`config.mk`:
```
export PLATFORM = sky130hd
export DESIGN_NAME = size_class_chunk_allocator
export DESIGN_NICKNAME = d
export VERILOG_FILES = /design/src/design/scca_pkg.sv /design/src/design/size_class_chunk_allocator.sv /design/src/design/scca_ram.sv /design/src/design/scca_front.sv /design/src/design/scca_back.sv
export VERILOG_INCLUDE_DIRS = /design/src /design/src/design
export SDC_FILE = /design/constraint.sdc
export NUM_CORES = 2
export LEC_CHECK = 0
export ABC_AREA = 1
export BUFFER_PORTS_ARGS = -buffer_cell sky130_fd_sc_hd__buf_4
export CORE_AREA = 2 2 552 554
export DETAILED_ROUTE_END_ITERATION = 16
export DIE_AREA = 0 0 554 556
export PLACE_DENSITY = 0.67
export SYNTH_ARGS = -nofsm -noshare
export SYNTH_HDL_FRONTEND = slang
export SYNTH_SLANG_ARGS = --single-unit
```
`constraint.sdc`:
```
create_clock -name clock -period 15.4 [get_ports clock]
set_input_delay 0.77 -clock clock [delete_from_list [all_inputs] [get_ports clock]]
set_output_delay 0.77 -clock clock [all_outputs]
set_load 0.02 [all_outputs]
```
`src/design/size_class_chunk_allocator_defines.svh`:
```
// Assertion macros for the chunk allocator
`ifndef SIZE_CLASS_CHUNK_ALLOCATOR_DEFINES_SVH
`define SIZE_CLASS_CHUNK_ALLOCATOR_DEFINES_SVH
`ifndef NO_ASSERTIONS
`define SCCA_ASSERT_IMPL(label, clk, rst, ante, cons) \
   label: assert property (@(posedge clk) disable iff (rst) (ante) |-> (cons)) \
      else $error("assertion failed");
`define SCCA_ASSERT_NEXT(label, clk, rst, ante, cons) \
   label: assert property (@(posedge clk) disable iff (rst) (ante) |=> (cons)) \
      else $error("assertion failed");
`else
`define SCCA_ASSERT_IMPL(label, clk, rst, ante, cons)
`define SCCA_ASSERT_NEXT(label, clk, rst, ante, cons)
`endif
`endif

```
`src/design/scca_pkg.sv`:
```
// Types, constants and helpers shared by the chunk allocator modules
package scca_pkg;
   localparam int MAX_CHUNKS_DEF = 64;
   localparam int HEAP_BYTES_DEF = 65536;
   localparam logic [9:0] MAX_REQUEST = 10'd512;

   localparam logic [2:0] ST_OK    = 3'd0;
   localparam logic [2:0] ST_NEW   = 3'd1;
   localparam logic [2:0] ST_BADSZ = 3'd2;
   localparam logic [2:0] ST_FULL  = 3'd3;
   localparam logic [2:0] ST_NOTAL = 3'd4;

   localparam logic FUNC_ALLOC   = 1'b0;
   localparam logic FUNC_DEALLOC = 1'b1;

   typedef struct packed {
      logic       func;
      logic [9:0] request_size;
      logic [5:0] release_id;
   } req_type;

   typedef struct packed {
      logic [2:0]  status;
      logic [5:0]  chunk_id;
      logic [15:0] chunk_base;
      logic [9:0]  chunk_capacity;
   } rsp_type;

   // Classified command handed from front to back
   typedef struct packed {
      logic       func;
      logic       bad_size;
      logic [2:0] size_class;
      logic [9:0] request_size;
      logic [5:0] release_id;
   } cmd_type;

   // Class bytes: 32 << class, capped at 512 for class 4 and above
   function automatic logic [9:0] class_bytes(input logic [2:0] c);
      case (c)
         3'd0: class_bytes = 10'd32;
         3'd1: class_bytes = 10'd64;
         3'd2: class_bytes = 10'd128;
         3'd3: class_bytes = 10'd256;
         default: class_bytes = 10'd512;
      endcase
   endfunction

   // Smallest class that holds the size
   function automatic logic [2:0] size_to_class(input logic [9:0] s);
      if (s <= 10'd32) size_to_class = 3'd0;
      else if (s <= 10'd64) size_to_class = 3'd1;
      else if (s <= 10'd128) size_to_class = 3'd2;
      else if (s <= 10'd256) size_to_class = 3'd3;
      else size_to_class = 3'd4;
   endfunction
endpackage

```
`src/design/size_class_chunk_allocator.sv`:
```
// Top level of the size-class chunk allocator
//  channel | ports                         | handshake
//  request | start/busy, req_data          | start && !busy
//  result  | rsp_valid, rsp_data           | strobe, one cycle
//  csr     | csr_valid/csr_ready, csr_data | valid && ready
// Allocate is popped, scans the table through the registered read of the table RAM,
// then decides and strobes its result.
// Deallocate and bad size are popped, then read or decide, then strobe.
// Synchronous reset clears the valid and busy bits, counters and queue at once.
// A two-entry queue takes requests while the back end scans; busy rises when full.
// The result is a one-cycle strobe; the receiver cannot stall it.
`include "size_class_chunk_allocator_defines.svh"
module size_class_chunk_allocator #(
   parameter int MAX_CHUNKS = scca_pkg::MAX_CHUNKS_DEF,
   parameter int HEAP_BYTES = scca_pkg::HEAP_BYTES_DEF
) (
   input  logic              clock,
   input  logic              reset,
   input  logic              start,
   output logic              busy,
   input  scca_pkg::req_type req_data,
   output logic              rsp_valid,
   output scca_pkg::rsp_type rsp_data,
   input  logic              csr_valid,
   output logic              csr_ready,
   input  logic              csr_data
);
   logic fit_mode_ff;
   logic cmd_valid, cmd_pop, idle;
   scca_pkg::cmd_type cmd_data;

   // Hold the fit mode register
   assign csr_ready = 1'b1;
   always_ff @(posedge clock) begin
      if (reset) fit_mode_ff <= 1'b0;
      else if (csr_valid && csr_ready) fit_mode_ff <= csr_data;
   end

   scca_front u_front (
      .clock, .reset, .start, .busy, .req_data, .cmd_valid, .cmd_data, .cmd_pop
   );

   scca_back #(.MAX_CHUNKS(MAX_CHUNKS), .HEAP_BYTES(HEAP_BYTES)) u_back (
      .clock, .reset, .fit_mode(fit_mode_ff), .cmd_valid, .cmd_data, .cmd_pop,
      .rsp_valid, .rsp_data, .idle
   );

   `SCCA_ASSERT_NEXT(a_pop_one, clock, reset, cmd_pop, !cmd_pop)
   `SCCA_ASSERT_NEXT(a_rsp_pulse, clock, reset, rsp_valid, !rsp_valid)
   `SCCA_ASSERT_IMPL(a_idle_quiet, clock, reset, idle, !cmd_valid)
endmodule

```
`src/design/scca_ram.sv`:
```
// Generic single-port-write, single-read RAM with registered read
module scca_ram #(
   parameter int WIDTH = 8,
   parameter int DEPTH = 64
) (
   input  logic                     clock,
   input  logic                     wr_en,
   input  logic [$clog2(DEPTH)-1:0] wr_addr,
   input  logic [WIDTH-1:0]         wr_data,
   input  logic [$clog2(DEPTH)-1:0] rd_addr,
   output logic [WIDTH-1:0]         rd_data
);
   logic [WIDTH-1:0] mem_ff [DEPTH];

   // Write and registered read
   always_ff @(posedge clock) begin
      if (wr_en) mem_ff[wr_addr] <= wr_data;
      rd_data <= mem_ff[rd_addr];
   end
endmodule

```
`src/design/scca_front.sv`:
```
// Front end: accept requests, classify, hold them in a two-entry queue
module scca_front (
   input  logic              clock,
   input  logic              reset,
   input  logic              start,
   output logic              busy,
   input  scca_pkg::req_type req_data,
   output logic              cmd_valid,
   output scca_pkg::cmd_type cmd_data,
   input  logic              cmd_pop
);
   scca_pkg::cmd_type q_ff [2];
   logic [1:0] cnt_ff, cnt_in;
   logic       rd_ff, wr_ff;
   scca_pkg::cmd_type new_cmd;
   logic push;

   // Classify the incoming request
   always_comb begin
      new_cmd.func = req_data.func;
      new_cmd.bad_size = (req_data.request_size == 10'd0) ||
                         (req_data.request_size > scca_pkg::MAX_REQUEST);
      new_cmd.size_class = scca_pkg::size_to_class(req_data.request_size);
      new_cmd.request_size = req_data.request_size;
      new_cmd.release_id = req_data.release_id;
   end

   assign busy = cnt_ff[1];
   assign push = start && !busy;
   assign cmd_valid = cnt_ff != 2'd0;
   assign cmd_data = q_ff[rd_ff];
   assign cnt_in = cnt_ff + {1'b0, push} - {1'b0, cmd_pop};

   // Advance queue pointers and hold entries
   always_ff @(posedge clock) begin
      if (reset) begin
         cnt_ff <= 2'd0;
         rd_ff <= 1'b0;
         wr_ff <= 1'b0;
      end else begin
         cnt_ff <= cnt_in;
         if (push) wr_ff <= !wr_ff;
         if (cmd_pop) rd_ff <= !rd_ff;
      end
      if (push) q_ff[wr_ff] <= new_cmd;
   end
endmodule

```
`src/design/scca_back.sv`:
```
// Back end: scan the chunk table, pick or carve a chunk or free one, write back
module scca_back #(
   parameter int MAX_CHUNKS = scca_pkg::MAX_CHUNKS_DEF,
   parameter int HEAP_BYTES = scca_pkg::HEAP_BYTES_DEF,
   localparam int IW = $clog2(MAX_CHUNKS),
   localparam int CW = $clog2(MAX_CHUNKS + 1),
   localparam int HW = $clog2(HEAP_BYTES + 1)
) (
   input  logic              clock,
   input  logic              reset,
   input  logic              fit_mode,
   input  logic              cmd_valid,
   input  scca_pkg::cmd_type cmd_data,
   output logic              cmd_pop,
   output logic              rsp_valid,
   output scca_pkg::rsp_type rsp_data,
   output logic              idle
);
   typedef enum logic [2:0] {
      S_IDLE, S_SCAN, S_DECIDE, S_DREAD, S_DONE
   } state_type;

   // entry: class, base, stamp
   localparam int EW = 3 + 16 + 32;

   state_type state_ff;
   scca_pkg::cmd_type cmd_ff;
   logic [MAX_CHUNKS-1:0] valid_ff, busy_ff;
   logic [CW-1:0] count_ff;
   logic [HW:0]   top_ff;
   logic [31:0]   stamp_ff;
   logic [IW:0]   idx_ff;      // read address issued
   logic          rv_ff;       // read data valid for idx-1
   logic [IW-1:0] ridx_ff;
   logic          have_ff;
   logic [IW-1:0] pick_ff;
   logic [2:0]    pcls_ff;
   logic [31:0]   page_ff;
   logic [15:0]   pbase_ff;
   logic          rsp_valid_ff;
   scca_pkg::rsp_type rsp_ff;

   logic          wr_en;
   logic [IW-1:0] wr_addr, rd_addr;
   logic [EW-1:0] wr_data, rd_data;
   logic [2:0]    e_cls;
   logic [15:0]   e_base;
   logic [31:0]   e_stamp, e_age;
   logic          fits, better;

   scca_ram #(.WIDTH(EW), .DEPTH(MAX_CHUNKS)) u_table (
      .clock, .wr_en, .wr_addr, .wr_data, .rd_addr, .rd_data
   );

   assign e_cls = (rd_data[EW-1 -: 3] > 3'd4) ? 3'd4 : rd_data[EW-1 -: 3];
   assign e_base = rd_data[47:32];
   assign e_stamp = rd_data[31:0];
   assign e_age = stamp_ff - e_stamp;
   assign fits = rv_ff && valid_ff[ridx_ff] && !busy_ff[ridx_ff] &&
                 (scca_pkg::class_bytes(e_cls) >= cmd_ff.request_size);
   always_comb begin
      if (!have_ff) better = 1'b1;
      else if (fit_mode) better = (e_cls < pcls_ff) ||
                                  (e_cls == pcls_ff && e_age > page_ff);
      else better = e_age > page_ff;
   end

   assign rd_addr = (state_ff == S_IDLE) ?
                    (cmd_data.release_id[IW-1:0]) : idx_ff[IW-1:0];
   assign cmd_pop = (state_ff == S_IDLE) && cmd_valid;
   assign rsp_valid = rsp_valid_ff;
   assign rsp_data = rsp_ff;
   assign idle = (state_ff == S_IDLE) && !cmd_valid;

   // Table writes: new chunk or dealloc stamp
   always_comb begin
      wr_en = 1'b0;
      wr_addr = count_ff[IW-1:0];
      wr_data = {scca_pkg::size_to_class(cmd_ff.request_size), top_ff[15:0], 32'd0};
      if (state_ff == S_DECIDE && !have_ff && !cmd_ff.bad_size &&
          count_ff < CW'(MAX_CHUNKS) &&
          top_ff + (HW+1)'(scca_pkg::class_bytes(cmd_ff.size_class)) <=
          (HW+1)'(HEAP_BYTES)) begin
         wr_en = 1'b1;
      end else if (state_ff == S_DREAD && valid_ff[ridx_ff] && busy_ff[ridx_ff]) begin
         wr_en = 1'b1;
         wr_addr = ridx_ff;
         wr_data = {rd_data[EW-1 -: 19], stamp_ff};
      end
   end

   // Sequencer: scan, decide, respond
   always_ff @(posedge clock) begin
      if (reset) begin
         state_ff <= S_IDLE;
         valid_ff <= '0;
         busy_ff <= '0;
         count_ff <= '0;
         top_ff <= '0;
         stamp_ff <= '0;
         rsp_valid_ff <= 1'b0;
         rv_ff <= 1'b0;
      end else begin
         rsp_valid_ff <= 1'b0;
         case (state_ff)
            S_IDLE: begin
               if (cmd_valid) begin
                  cmd_ff <= cmd_data;
                  have_ff <= 1'b0;
                  idx_ff <= '0;
                  rv_ff <= 1'b0;
                  ridx_ff <= cmd_data.release_id[IW-1:0];
                  if (cmd_data.func == scca_pkg::FUNC_DEALLOC) begin
                     rv_ff <= 1'b1;
                     state_ff <= S_DREAD;
                  end else if (cmd_data.bad_size) begin
                     state_ff <= S_DECIDE;
                  end else begin
                     state_ff <= S_SCAN;
                  end
               end
            end
            S_SCAN: begin
               if (fits && better) begin
                  have_ff <= 1'b1;
                  pick_ff <= ridx_ff;
                  pcls_ff <= e_cls;
                  page_ff <= e_age;
                  pbase_ff <= e_base;
               end
               rv_ff <= !idx_ff[IW] && (idx_ff < (IW+1)'(MAX_CHUNKS));
               ridx_ff <= idx_ff[IW-1:0];
               if (idx_ff < (IW+1)'(MAX_CHUNKS)) idx_ff <= idx_ff + 1'b1;
               if (!rv_ff && idx_ff >= (IW+1)'(MAX_CHUNKS)) state_ff <= S_DECIDE;
               else if (rv_ff && idx_ff >= (IW+1)'(MAX_CHUNKS) &&
                        ridx_ff == IW'(MAX_CHUNKS - 1)) begin
                  rv_ff <= 1'b0;
               end
            end
            S_DECIDE: begin
               rsp_valid_ff <= 1'b1;
               state_ff <= S_DONE;
               if (cmd_ff.bad_size) begin
                  rsp_ff <= '{scca_pkg::ST_BADSZ, 6'd0, 16'd0, 10'd0};
               end else if (have_ff) begin
                  busy_ff[pick_ff] <= 1'b1;
                  rsp_ff <= '{scca_pkg::ST_OK, 6'(pick_ff), pbase_ff,
                              scca_pkg::class_bytes(pcls_ff)};
               end else if (wr_en) begin
                  valid_ff[count_ff[IW-1:0]] <= 1'b1;
                  busy_ff[count_ff[IW-1:0]] <= 1'b1;
                  count_ff <= count_ff + 1'b1;
                  top_ff <= top_ff + (HW+1)'(scca_pkg::class_bytes(cmd_ff.size_class));
                  rsp_ff <= '{scca_pkg::ST_NEW, 6'(count_ff), top_ff[15:0],
                              scca_pkg::class_bytes(cmd_ff.size_class)};
               end else begin
                  rsp_ff <= '{scca_pkg::ST_FULL, 6'd0, 16'd0, 10'd0};
               end
            end
            S_DREAD: begin
               rsp_valid_ff <= 1'b1;
               state_ff <= S_DONE;
               rv_ff <= 1'b0;
               if ({1'b0, cmd_ff.release_id} < 7'(MAX_CHUNKS) &&
                   valid_ff[ridx_ff] && busy_ff[ridx_ff]) begin
                  busy_ff[ridx_ff] <= 1'b0;
                  stamp_ff <= stamp_ff + 32'd1;
                  rsp_ff <= '{scca_pkg::ST_OK, cmd_ff.release_id, e_base,
                              scca_pkg::class_bytes(e_cls)};
               end else begin
                  rsp_ff <= '{scca_pkg::ST_NOTAL, cmd_ff.release_id, 16'd0, 10'd0};
               end
            end
            S_DONE: state_ff <= S_IDLE;
            default: state_ff <= S_IDLE;
         endcase
      end
   end
endmodule

```
==> results by group <==
Status
  • Status: finished clean

Worst setup path
  • Critical Path RT: between 15 and 20 ns
  • R2r setup slk: 7.91 ns
  • Reg2Reg Depth: 18
  • Critical-path top delay cell: nor2_4
  • CP top delay family: simple AND/OR/NAND/NOR gates
  • Crit Path Max Fanout: 69
  • CP endpoint kind: register
  • Reg2Reg Launch Point: u_back.ridx_ff[0]$_DFFE_PP_
  • Worst Path Buf+Inv: 4
  • CP peak stage delay: 1.02 ns
  • Crit path top cell by count: nand2_1
  • CP arrival: 8.03 ns
  • Crit Path Class: register to register
  • FF-to-FF End: u_back.u_table.mem_ff[31][10]$_DFFE_PP_
  • Crit start category: register
  • Crit path cell chain: buf_4 -> buf_4 -> o21ai_0 -> nand2_1 -> nand2_1 -> nand2_1 -> nand2_1 -> nand2_1 -> nand2_1 -> nor2_2 -> nand2_4 -> nand3_4 -> buf_4 -> nand2_1 -> nand2_1 -> nand4_1 -> nor2_4 -> buf_4

Global routing
  • Antenna violations before repair: 29
  • Total global routing overflow: 0
  • Total GRT Usage: 29.2%
  • First-pass GRT wire length: 666 mm
  • Largest net degree at the start of global routing: 222
  • Vias in the first global route: between 90000 and 100k

Placed design
  • DP HPWL: 253 mm
  • RD Place Congestion: 0.893
  • # port buffers: 53
  • Pre-CTS setup slack: 8.00 ns
  • Inst Count DP: around 15000

Synth
  • Cells after Synth: 11900
  • Syn avg cell area: about 13 um2
  • Post-synth EDFFs: about 3400
  • Top FF cell, synth: edfxtp_1
  • Library cells used by synthesis: 61
  • Ys async rst share: 0%
  • Yosys reg bits: roughly 3700
  • Mapped cell area: approximately 150000 um2
  • Most numerous cell in the Yosys netlist: edfxtp_1
  • Synth warn: 0
  • Post-synth top cells: edfxtp_1, nor2_1, o21ai_0
  • Register area share after synthesis: 71.6%
  • Yosys top cell area share: 68.4%
  • Yosys top cell by area: edfxtp_1
  • Largest cells by area after synthesis: edfxtp_1, o211ai_1, o21ai_0

Timing
  • Setup slack after layout: 7.91 ns
  • Max Clk Rate: 0.134 GHz
  • RSZ-0062 raised after global routing: false
  • Skew final: 0.111 ns
  • Max-slew headroom: slightly below 8%
  • Tcrit/Tclk final: 48.6%
  • Period minus WS final: ~7.5 ns
  • Final number of setup-violating endpoints: 0
  • Hold violation count in the final report: 0
  • Count of pins over their slew limit: 0
  • Worst-margin pin slew: 1.38 ns
  • TNS Setup: 0 ns

Clocking
  • Skew-Pair Late Insertion Delay: approximately 1.0 ns
  • Clock buffer count from CTS: 375
  • CTS root buf: clkbuf_16
  • CTS Buffer Depth: 4
  • Clock-pin slew on the worst setup and hold paths: 0.06 ns
  • CTS Sinks: 3669
  • Htree depth: 5
  • CTS tree: done

Route
  • DR pass1 iterations: 8
  • Drt drc: 0
  • Vias/cell: 6.39
  • Drt wl/cell: 28.9 um
  • Detailed router's first-iteration violation count: 14600
  • WL final: 463 mm
  • DR vias: 103000
  • Final ANT Viol Nets: 0

Finish
  • Synth-to-layout area growth: 11.5%
  • Share of layout cells above drive strength 1: 12.1%
  • Fin nets: 11900
  • Fin cells: 16000

Flow run
  • Max Cap Viol: 0

Power
  • Max rail drop VDD: 0.264 mV
  • Cell Pwr Density: 216 nW/um2
  • Leak: 0.0594 uW

Min path
  • Hold Startpoint: req_data[8]
  • Hold depth: 1
  • Worst hold path class: input port to register
  • WHS Endpoint: u_front.q_ff[1][8]$_DFFE_PP_

Die
  • Core Region: 302000 um2
  • Num ports: 60
  • Starting density of the core: 49.8%
  • Die area: 308000 um2
  • Die Y: between 500 and 600 um
  • Die Wd: 554 um
  • Row Count: 202
cell type report:
cell class                 count  area (um2)
antenna                       20        50.0
clock buffer                 460        9880
clock inverter               215        2120
fill                       24200      134000
inverter                     385        1480
multi-input combinational   7006       38900
sequential                  3669      108000
tap                         3978        4980
timing repair buffer         314        2530
per-stage QoR:
stage / instance area [um2] / total power [uW] / util, % / hold slack (ns)
2_1_floorplan: 150000 / 21500 / - / 0.408
3_3_place_gp: 156000 / 26800 / 51.5 / 0.437
3_5_place_dp: 156000 / 27100 / 51.5 / 0.429
4_1_cts: 168000 / 36000 / 55.5 / 0.00650
5_1_grt: 168000 / 37800 / 55.5 / 0.0272
6_report: 168000 / 36200 / 55.5 / 0.0625
cells by family after synthesis:
group	Yosys count	synth area share [%]
simple gates	3364	9.74
xor+xnor	50	0.291
buf+inv	1234	3.24
mux	17	0.127
other cells	2	0.00499
flops	3669	71.6
fa+ha+maj	83	0.700
compound gates	3486	14.3
layer usage:
metal	vias up	routed length [um]	global-route usage (%)
li1	44200	-	-
met4	2	21700	12.7
met3	1004	50800	6.44
met2	6007	210000	45.1
met1	51300	180000	40.0
met5	-	13	0
registers in the layout, indices dropped and copies added, names as in the netlist, 2 cells and up, named ones only:
name / count
u_back.busy_ff: 64
u_back.cmd_ff: 20
u_back.count_ff: 7
u_back.idx_ff: 7
u_back.page_ff: 32
u_back.pbase_ff: 16
u_back.pcls_ff: 3
u_back.pick_ff: 6
u_back.ridx_ff: 6
u_back.rsp_data: 30
u_back.stamp_ff: 32
u_back.state_ff: 3
u_back.top_ff: 13
u_back.u_table.mem_ff: 3264
u_back.u_table.rd_data: 51
u_back.valid_ff: 64
u_front.cnt_ff: 2
u_front.q_ff: 42
power by group:
group / internal (uW) / switching [uW]
Clock: 5040 / 3890
Combinational: 4360 / 11600
Sequential: 11100 / 170
cell usage in the layout, fill, tap and decap left out, types with 242 or more instances in the layout:
cell / synthesis / final
dfxtp_1: 242 / 242
nand3_1: 434 / 434
a21oi_1: 294 / 293
o21ai_0: 1371 / 1357
edfxtp_1: 3427 / 3427
nand2_1: 765 / 764
o22ai_1: 417 / 417
o211ai_1: 1237 / 1237
nor2_1: 1584 / 1478
or2_2: 405 / 405
buf_4: 14 / 292
clkbuf_16: 0 / 378
inv_1: 376 / 373
repair_timing:
action,in CTS,in global routing
resized for setup,0,0
setup buffers,0,0
hold buffers,10,0
endpoints found under the hold margin,18,0
worst max path at each step:
stage,start,to,slack [ns],depth (start not counted)
3_5_place_dp,u_back.ridx_ff[0]$_DFFE_PP_,u_back.u_table.mem_ff[31][41]$_DFFE_PP_,8.00,18
6_report,u_back.ridx_ff[0]$_DFFE_PP_,u_back.u_table.mem_ff[31][10]$_DFFE_PP_,7.91,18
4_1_cts,u_back.ridx_ff[0]$_DFFE_PP_,u_back.u_table.mem_ff[31][37]$_DFFE_PP_,8.01,18
3_3_place_gp,u_back.ridx_ff[0]$_DFFE_PP_,u_back.u_table.mem_ff[30][10]$_DFFE_PP_,8.13,18
5_1_grt,u_back.ridx_ff[0]$_DFFE_PP_,u_back.u_table.mem_ff[31][35]$_DFFE_PP_,7.53,18
2_1_floorplan,u_back.stamp_ff[0]$_SDFFE_PP0P_,u_back.page_ff[0]$_DFFE_PP_,9.40,24
No activity file was read; power rests on OpenSTA's default activity.
